$ cat config.mk
export PLATFORM = sky130hd
export DESIGN_NAME = global_edf_multicore_scheduler
export DESIGN_NICKNAME = d
export VERILOG_FILES = /design/src/rtl/core/gedf_pkg.sv /design/src/rtl/core/gedf_ram.sv /design/src/rtl/core/global_edf_multicore_scheduler.sv
export SDC_FILE = /design/constraint.sdc
export NUM_CORES = 2
export LEC_CHECK = 0
export BUFFER_PORTS_ARGS = -buffer_cell sky130_fd_sc_hd__buf_2
export CAP_MARGIN = 0
export CORE_ASPECT_RATIO = 1.25
export CORE_MARGIN = 2
export CORE_UTILIZATION = 60
export DETAILED_ROUTE_END_ITERATION = 10
export PLACE_DENSITY = 0.77
export SYNTH_ARGS = -nofsm -noshare
export SYNTH_HDL_FRONTEND = slang
export SYNTH_SLANG_ARGS = --single-unit
$ cat constraint.sdc
create_clock -name clk_i -period 10 [get_ports clk_i]
set_input_delay 1 -clock clk_i [delete_from_list [all_inputs] [get_ports clk_i]]
set_output_delay 1 -clock clk_i [all_outputs]
set_load 0.1 [all_outputs]
$ cat src/rtl/core/gedf_pkg.sv
// ----------------------------------------------------------------------------
// gedf_pkg
// Shared constants and types of the global EDF multicore scheduler.
// ----------------------------------------------------------------------------
package gedf_pkg;
  localparam int NumCpus  = 4;
  localparam int MaxTasks = 16;
  localparam int SlotW    = $clog2(MaxTasks);
  localparam int CpuW     = 2;
  localparam int IdW      = 8;
  localparam int DlW      = 32;
  localparam int BurstW   = 16;
  localparam int TimeW    = 32;
  localparam int EntryW   = DlW + IdW + BurstW + 1;

  typedef struct packed {
    logic [DlW-1:0]    deadline;
    logic [IdW-1:0]    task_id;
    logic [BurstW-1:0] remaining;
    logic              started;
  } entry_t;

  typedef struct packed {
    logic             busy;
    logic [SlotW-1:0] slot;
  } assign_t;

  typedef enum logic [3:0] {
    ST_IDLE, ST_ARR, ST_RET_RD, ST_RET_WB, ST_RANK_RD, ST_RANK_CMP, ST_RANK_END,
    ST_EXE_RD, ST_EXE_WB, ST_PRE_RD, ST_REPORT
  } state_e;
endpackage

$ cat src/rtl/core/gedf_ram.sv
// ----------------------------------------------------------------------------
// gedf_ram
// Generic single-port synchronous RAM with registered read.
// ----------------------------------------------------------------------------
module gedf_ram #(
  parameter int Width = 8,
  parameter int Depth = 16
) (
  input  logic                     clk_i,
  input  logic                     we_i,
  input  logic [$clog2(Depth)-1:0] addr_i,
  input  logic [Width-1:0]         wdata_i,
  output logic [Width-1:0]         rdata_o
);
  logic [Width-1:0] mem_q [Depth];

  always_ff @(posedge clk_i) begin
    if (we_i) begin
      mem_q[addr_i] <= wdata_i;
    end
    rdata_o <= mem_q[addr_i];
  end
endmodule

$ cat src/rtl/core/global_edf_multicore_scheduler.sv
// Arrival: accepted in idle, one acknowledge beat on the next cycle.
// Tick: a retire pass over the CPUs, then k rank passes over all slots, then an
// execute and preempt pass over the CPUs, then NumCpus report beats, one per cycle.
// The rank pass reads each slot in turn for each of the k ranked CPUs (k = active CPUs,
// fewer when tasks run out). The receiver cannot stall. busy stays high until the last beat.
// Reset clears valid flags, CPU assignments, time and sets active_cpus to 4.
// ----------------------------------------------------------------------------
// global_edf_multicore_scheduler
// Top level: sequencer around the task-slot RAM.
// ----------------------------------------------------------------------------
module global_edf_multicore_scheduler (
  input  logic                   clk_i,
  input  logic                   rst_ni,
  input  logic                   start,
  output logic                   busy,
  input  logic                   cfg_valid_i,
  output logic                   cfg_ready_o,
  input  logic [2:0]             cfg_data_i,
  input  logic                   op_i,
  input  logic [gedf_pkg::IdW-1:0]    task_id_i,
  input  logic [gedf_pkg::DlW-1:0]    task_deadline_i,
  input  logic [gedf_pkg::BurstW-1:0] task_burst_i,
  output logic                   strobe,
  output logic                   kind_o,
  output logic                   accepted_o,
  output logic [1:0]             cpu_index_o,
  output logic                   finished_valid_o,
  output logic [gedf_pkg::IdW-1:0]    finished_id_o,
  output logic                   run_valid_o,
  output logic [gedf_pkg::IdW-1:0]    run_id_o,
  output logic                   first_start_o,
  output logic                   preempted_valid_o,
  output logic [gedf_pkg::IdW-1:0]    preempted_id_o,
  output logic [gedf_pkg::TimeW-1:0]  tick_time_o,
  output logic                   last_o
);
  import gedf_pkg::*;

  state_e state_q, state_d;
  logic [MaxTasks-1:0] valid_q, valid_d, chosen_q, chosen_d;
  assign_t asg_q [NumCpus];
  assign_t asg_d [NumCpus];
  assign_t prev_q [NumCpus];
  assign_t prev_d [NumCpus];
  assign_t next_q [NumCpus];
  assign_t next_d [NumCpus];
  logic [NumCpus-1:0] fin_v_q, fin_v_d, first_q, first_d;
  logic [IdW-1:0] fin_id_q [NumCpus];
  logic [IdW-1:0] fin_id_d [NumCpus];
  logic [IdW-1:0] run_id_q [NumCpus];
  logic [IdW-1:0] run_id_d [NumCpus];
  logic [IdW-1:0] pre_id_q [NumCpus];
  logic [IdW-1:0] pre_id_d [NumCpus];
  logic [TimeW-1:0] time_q, time_d;
  logic [2:0] acpu_q;
  logic [CpuW-1:0] cpu_q, cpu_d;
  logic [SlotW:0] scan_q, scan_d;
  logic best_v_q, best_v_d;
  logic [SlotW-1:0] best_q, best_d;
  logic [DlW-1:0] best_dl_q, best_dl_d;
  logic [IdW-1:0] best_id_q, best_id_d;
  logic acc_q, acc_d;
  logic [2:0] keff;

  logic we;
  logic [SlotW-1:0] addr;
  entry_t wdata, rdata;
  logic [EntryW-1:0] rbits;
  assign rdata = entry_t'(rbits);

  gedf_ram #(.Width(EntryW), .Depth(MaxTasks)) u_ram (
    .clk_i(clk_i), .we_i(we), .addr_i(addr), .wdata_i(wdata), .rdata_o(rbits)
  );

  logic free_found;
  logic [SlotW-1:0] free_slot;
  always_comb begin
    free_found = 1'b0;
    free_slot  = '0;
    for (int s = MaxTasks - 1; s >= 0; s--) begin
      if (!valid_q[s]) begin
        free_found = 1'b1;
        free_slot  = SlotW'(s);
      end
    end
  end

  always_comb begin
    keff = acpu_q;
    if (keff == 3'd0) keff = 3'd1;
    if (keff > 3'(NumCpus)) keff = 3'(NumCpus);
  end

  // report beats stream out after the last CPU is resolved
  logic rep_q;
  logic [CpuW-1:0] rep_cpu_q;
  logic [TimeW-1:0] rep_time_q;
  logic beats;

  assign busy        = (state_q != ST_IDLE) || rep_q;
  assign cfg_ready_o = !busy;

  always_ff @(posedge clk_i or negedge rst_ni) begin
    if (!rst_ni) begin
      state_q <= ST_IDLE;
      valid_q <= '0;
      time_q  <= '0;
      acpu_q  <= 3'd4;
      for (int c = 0; c < NumCpus; c++) asg_q[c] <= '0;
    end else begin
      state_q <= state_d;
      valid_q <= valid_d;
      time_q  <= time_d;
      asg_q   <= asg_d;
      if (cfg_valid_i && cfg_ready_o) acpu_q <= cfg_data_i;
    end
  end

  always_ff @(posedge clk_i) begin
    chosen_q <= chosen_d; prev_q <= prev_d; next_q <= next_d;
    fin_v_q <= fin_v_d; first_q <= first_d; fin_id_q <= fin_id_d;
    run_id_q <= run_id_d; pre_id_q <= pre_id_d; cpu_q <= cpu_d;
    scan_q <= scan_d; best_v_q <= best_v_d; best_q <= best_d;
    best_dl_q <= best_dl_d; best_id_q <= best_id_d; acc_q <= acc_d;
  end

  always_comb begin
    state_d = state_q; valid_d = valid_q; time_d = time_q; asg_d = asg_q;
    chosen_d = chosen_q; prev_d = prev_q; next_d = next_q;
    fin_v_d = fin_v_q; first_d = first_q; fin_id_d = fin_id_q;
    run_id_d = run_id_q; pre_id_d = pre_id_q; cpu_d = cpu_q;
    scan_d = scan_q; best_v_d = best_v_q; best_d = best_q;
    best_dl_d = best_dl_q; best_id_d = best_id_q; acc_d = acc_q;
    we = 1'b0; addr = '0; wdata = rdata;
    unique case (state_q)
      ST_IDLE: begin
        if (start && !rep_q) begin
          if (!op_i) begin
            acc_d = free_found;
            if (free_found) begin
              we = 1'b1; addr = free_slot;
              wdata.deadline  = task_deadline_i;
              wdata.task_id   = task_id_i;
              wdata.remaining = (task_burst_i == '0) ? BurstW'(1) : task_burst_i;
              wdata.started   = 1'b0;
              valid_d[free_slot] = 1'b1;
            end
            state_d = ST_ARR;
          end else begin
            cpu_d = '0; fin_v_d = '0; first_d = '0;
            chosen_d = '0;
            state_d = ST_RET_RD;
          end
        end
      end
      ST_ARR: state_d = ST_IDLE;
      ST_RET_RD: begin
        addr = asg_q[cpu_q].slot;
        if (asg_q[cpu_q].busy && !valid_q[asg_q[cpu_q].slot])
          asg_d[cpu_q].busy = 1'b0;
        state_d = ST_RET_WB;
      end
      ST_RET_WB: begin
        fin_id_d[cpu_q] = '0;
        if (asg_q[cpu_q].busy && rdata.remaining == '0) begin
          fin_v_d[cpu_q] = 1'b1; fin_id_d[cpu_q] = rdata.task_id;
          valid_d[asg_q[cpu_q].slot] = 1'b0;
          asg_d[cpu_q].busy = 1'b0;
        end
        prev_d[cpu_q] = asg_d[cpu_q];
        next_d[cpu_q] = '0;
        if (cpu_q == CpuW'(NumCpus - 1)) begin
          cpu_d = '0; scan_d = '0; best_v_d = 1'b0;
          state_d = ST_RANK_RD;
        end else begin
          cpu_d = cpu_q + 1'b1; state_d = ST_RET_RD;
        end
      end
      ST_RANK_RD: begin
        addr = scan_q[SlotW-1:0];
        state_d = ST_RANK_CMP;
      end
      ST_RANK_CMP: begin
        if (valid_q[scan_q[SlotW-1:0]] && !chosen_q[scan_q[SlotW-1:0]] &&
            (!best_v_q || rdata.deadline < best_dl_q ||
             (rdata.deadline == best_dl_q && rdata.task_id < best_id_q))) begin
          best_v_d = 1'b1; best_d = scan_q[SlotW-1:0];
          best_dl_d = rdata.deadline; best_id_d = rdata.task_id;
        end
        scan_d = scan_q + 1'b1;
        state_d = (scan_q == (SlotW+1)'(MaxTasks - 1)) ? ST_RANK_END : ST_RANK_RD;
      end
      ST_RANK_END: begin
        if (best_v_q) begin
          chosen_d[best_q] = 1'b1;
          next_d[cpu_q] = '{busy: 1'b1, slot: best_q};
        end
        scan_d = '0; best_v_d = 1'b0;
        if (!best_v_q || {1'b0, cpu_q} + 3'd1 >= keff) begin
          cpu_d = '0; state_d = ST_EXE_RD;
        end else begin
          cpu_d = cpu_q + 1'b1; state_d = ST_RANK_RD;
        end
      end
      ST_EXE_RD: begin
        addr = next_q[cpu_q].slot;
        state_d = ST_EXE_WB;
      end
      ST_EXE_WB: begin
        run_id_d[cpu_q] = '0;
        if (next_q[cpu_q].busy) begin
          addr = next_q[cpu_q].slot; we = 1'b1;
          run_id_d[cpu_q] = rdata.task_id;
          first_d[cpu_q] = !rdata.started;
          wdata.started = 1'b1;
          if (rdata.remaining != '0) wdata.remaining = rdata.remaining - 1'b1;
        end
        state_d = ST_PRE_RD;
      end
      ST_PRE_RD: begin
        addr = prev_q[cpu_q].slot;
        state_d = ST_REPORT;
      end
      ST_REPORT: begin
        pre_id_d[cpu_q] = '0;
        if (prev_q[cpu_q].busy && !chosen_q[prev_q[cpu_q].slot])
          pre_id_d[cpu_q] = rdata.task_id;
        asg_d[cpu_q] = next_q[cpu_q];
        if (cpu_q == CpuW'(NumCpus - 1)) begin
          cpu_d = '0; time_d = time_q + 1'b1; state_d = ST_IDLE;
        end else begin
          cpu_d = cpu_q + 1'b1; state_d = ST_EXE_RD;
        end
      end
      default: state_d = ST_IDLE;
    endcase
  end

  assign beats = (state_q == ST_REPORT) && (cpu_q == CpuW'(NumCpus - 1));
  always_ff @(posedge clk_i or negedge rst_ni) begin
    if (!rst_ni) begin
      rep_q <= 1'b0; rep_cpu_q <= '0;
    end else if (beats) begin
      rep_q <= 1'b1; rep_cpu_q <= '0;
    end else if (rep_q) begin
      rep_cpu_q <= rep_cpu_q + 1'b1;
      if (rep_cpu_q == CpuW'(NumCpus - 1)) rep_q <= 1'b0;
    end
  end
  always_ff @(posedge clk_i) begin
    if (beats) rep_time_q <= time_q;
  end

  logic [NumCpus-1:0] pre_v;
  always_comb begin
    for (int c = 0; c < NumCpus; c++)
      pre_v[c] = prev_q[c].busy && !chosen_q[prev_q[c].slot];
  end

  // beat outputs; busy stays high while beats drain
  logic arr_beat;
  assign arr_beat = (state_q == ST_ARR);
  always_comb begin
    strobe = arr_beat || rep_q;
    kind_o = rep_q;
    accepted_o = arr_beat && acc_q;
    cpu_index_o = rep_q ? rep_cpu_q : '0;
    finished_valid_o = rep_q && fin_v_q[rep_cpu_q];
    finished_id_o = rep_q ? fin_id_q[rep_cpu_q] : '0;
    run_valid_o = rep_q && next_q[rep_cpu_q].busy;
    run_id_o = rep_q ? run_id_q[rep_cpu_q] : '0;
    first_start_o = rep_q && next_q[rep_cpu_q].busy && first_q[rep_cpu_q];
    preempted_valid_o = rep_q && pre_v[rep_cpu_q];
    preempted_id_o = (rep_q && pre_v[rep_cpu_q]) ? pre_id_q[rep_cpu_q] : '0;
    tick_time_o = rep_q ? rep_time_q : time_q;
    last_o = arr_beat || (rep_q && rep_cpu_q == CpuW'(NumCpus - 1));
  end
endmodule

==> flow_summary.json <==
{
  "die_height_um": 340,
  "grt_overflow": 0,
  "first_iter_violations": 3887,
  "htreeDepth": 3,
  "cts_tree": "yes",
  "fin_tns_setup_ns": 0,
  "vias": 32300,
  "die_area_sq_um": 92900,
  "dr.pass1.iters": 6,
  "cts-root-buf": "clkbuf_16",
  "fin_util": 0.668,
  "n_antenna_cell": 0,
  "rows": 123,
  "syn_area_sq_um": 54300,
  "min_to": "rep_time_q[30]$_DFFE_PP_",
  "layout-drive-gt1-share": 0.148,
  "core-area_sq_um": 89900,
  "synth-seq-cells": 1292,
  "cts_buffers": 118,
  "finalNetCount": 3835,
  "insertion_delay_ns": 0.72,
  "path_class": "flop to flop",
  "area_delta_synth_final_pct": 10.7,
  "gp_congestion": 0.895,
  "cp.required_ns": 10.59,
  "worst_ep_arrival_time_ns": 6.15,
  "p_total_mw": 15.0,
  "synth_fp_nets": 3732,
  "min_delay_path_depth": 0,
  "initial_utilization": 0.604,
  "cts.reportedPaths.clkPinSlew_ns": 0.07,
  "cts_buffer_depth": 3,
  "finalClockSkew_ns": 0.0329,
  "slew_headroom": 0.174,
  "status": "completed",
  "r2r-start": "cpu_q[0]$_SDFFCE_PN0P_",
  "port_buffers": 131,
  "startpoint_type": "flop",
  "startpoint": "cpu_q[0]$_SDFFCE_PN0P_",
  "grt_pass1_wl_mm": 193,
  "ys.flop_type": "edfxtp_1",
  "antenna_found_initial": 0,
  "grt_start_max_net_pins": 155,
  "routed_wirelength_mm": 130,
  "synthCells": 3616,
  "tightest_slew_ns": 1.24,
  "grt_usage": 0.277,
  "r2r-end": "u_ram.rdata_o[33]$_DFF_P_",
  "async_flop_share": 0.0604,
  "cts_resized": 0,
  "worst_slack_ns": 4.43,
  "finalSetupViolCount": 0,
  "cts_setup_buffers": 0,
  "fillCellCount": 6102,
  "preCtsSetupSlack_ns": 4.53,
  "final_common_cell": "edfxtp_1",
  "cts.sinks": 1292,
  "ant_nets": 0,
  "dp.cells": 4786,
  "vdd_ir_drop_max_uv": 238,
  "dpl-instance-area_sq_um": 56100,
  "min_period_ns": 5.57,
  "final_cells": 5010,
  "yosysSeqAreaShare": 0.697,
  "timing.final.crit_share": 0.557,
  "layout_common_cells": "edfxtp_1, mux2i_1, nand2_1",
  "synth_edf_count": 1157,
  "syn_area_per_cell_sq_um": 15.0,
  "crit_path_end_kind": "flop",
  "crit_fanout": 126,
  "powerDensity_nw_per_um2": 249,
  "dp_hpwl_mm": 69.2,
  "cts_hold_buf": 0,
  "max_cap_viol_count": 0,
  "grt_pass1_vias": 31400,
  "drc": 0,
  "pin_count": 132,
  "power.leakage_nw": 23.9,
  "stdcell_area_sq_um": 60100,
  "hp-start": "time_q[30]$_DFFE_PN0P_",
  "hold_viol": 0,
  "rsz0062_at_grt": "no",
  "wl_per_cell_um": 25.9,
  "fmax_ghz": 0.180,
  "viasPerCell": 6.45,
  "regToRegSetupSlack_ns": 4.43,
  "rr_worst_depth": 10,
  "timing.hold.ws_ns": 0.452,
  "die_w_um": 273,
  "hold_class": "flop to flop",
  "synth_warnings": 0,
  "ys_types": 81,
  "slew_violations": 0
}
==> worst max path at each step <==
stage,end,cells past startpoint
6_report,u_ram.rdata_o[33]$_DFF_P_,10
5_1_grt,u_ram.rdata_o[33]$_DFF_P_,10
4_1_cts,u_ram.rdata_o[42]$_DFF_P_,10
3_5_place_dp,u_ram.rdata_o[42]$_DFF_P_,10
3_3_place_gp,u_ram.rdata_o[27]$_DFF_P_,10
2_1_floorplan,u_ram.mem_q[5][0]$_DFFE_PP_,9
==> synth_stat cells (40+ instances only) <==
master    number  share of area
edfxtp_1    1157           0.64
mux2i_1      469          0.086
nand2_1      369          0.026
o22ai_1      265          0.031
o21ai_0      151          0.014
clkbuf_1     105         0.0073
nand3_1      104         0.0096
inv_1         85         0.0059
nor2_1        79         0.0055
dfrtp_1       77          0.035
mux4_2        68          0.028
or4_1         61         0.0084
dfxtp_1       57          0.021
buf_2         56         0.0052
ha_1          52          0.012
mux2_2        49          0.010
a21oi_1       40         0.0037
==> state kept, by name, summed over array words and instances (netlist names), 8 cells and up, named ones only <==
signal,count
best_id_q,8
best_dl_q,32
chosen_q,16
time_q,32
prev_q,20
u_ram.mem_q,912
asg_q,20
valid_q,16
rep_time_q,32
u_ram.rdata_o,57
next_q,20
==> metal layers <==
metal | vias to the layer above | routed length, um | part of all wire | track usage
met4 | 0 | 4400 | 0.034 | 0.102
met5 | - | 0 | 0 | 0
met3 | 291 | 11400 | 0.088 | 0.0435
met1 | 16100 | 48900 | 0.38 | 0.367
li1 | 14200 | - | - | -
met2 | 1706 | 64900 | 0.50 | 0.466
==> power breakdown <==
part	total, mW	switching [mW]	leakage, nW	internal, mW
Clock	4.60	1.97	1.95	2.63
Sequential	7.16	0.325	12.0	6.84
Combinational	3.22	2.19	9.94	1.03
==> area by class of cell <==
type / instances / area (sq um) / area share
clock buffers: 166 / 3350 / 0.0557
clock inverters: 58 / 657 / 0.0109
inverters: 86 / 323 / 0.00537
multi-input cells: 2019 / 15200 / 0.253
flip-flops and latches: 1292 / 37800 / 0.630
well taps: 1187 / 1490 / 0.0247
repair buffers: 202 / 1220 / 0.0202
==> critical path, stage by stage, from the launching register on <==
cell       delay (ns)
edfxtp_1         0.39
buf_4            0.38
mux4_2           0.73
o2bb2ai_2        0.27
a221oi_1         0.43
a21boi_4         0.62
buf_4            0.77
buf_12           0.60
mux2i_1          0.31
o22ai_1          0.13
or4_1            0.54
==> cell families after synthesis <==
kind of cell               after synthesis  synth area share
xor gates and xnor gates                34           0.00549
and+or+nand+nor                        786            0.0706
adders and majority gates               52            0.0120
AOI/OAI and AO/OA                      561            0.0641
DFF                                   1292             0.697
muxes                                  586             0.125
buffers and inverters                  305            0.0259
(Power assumes the default switching activity.)
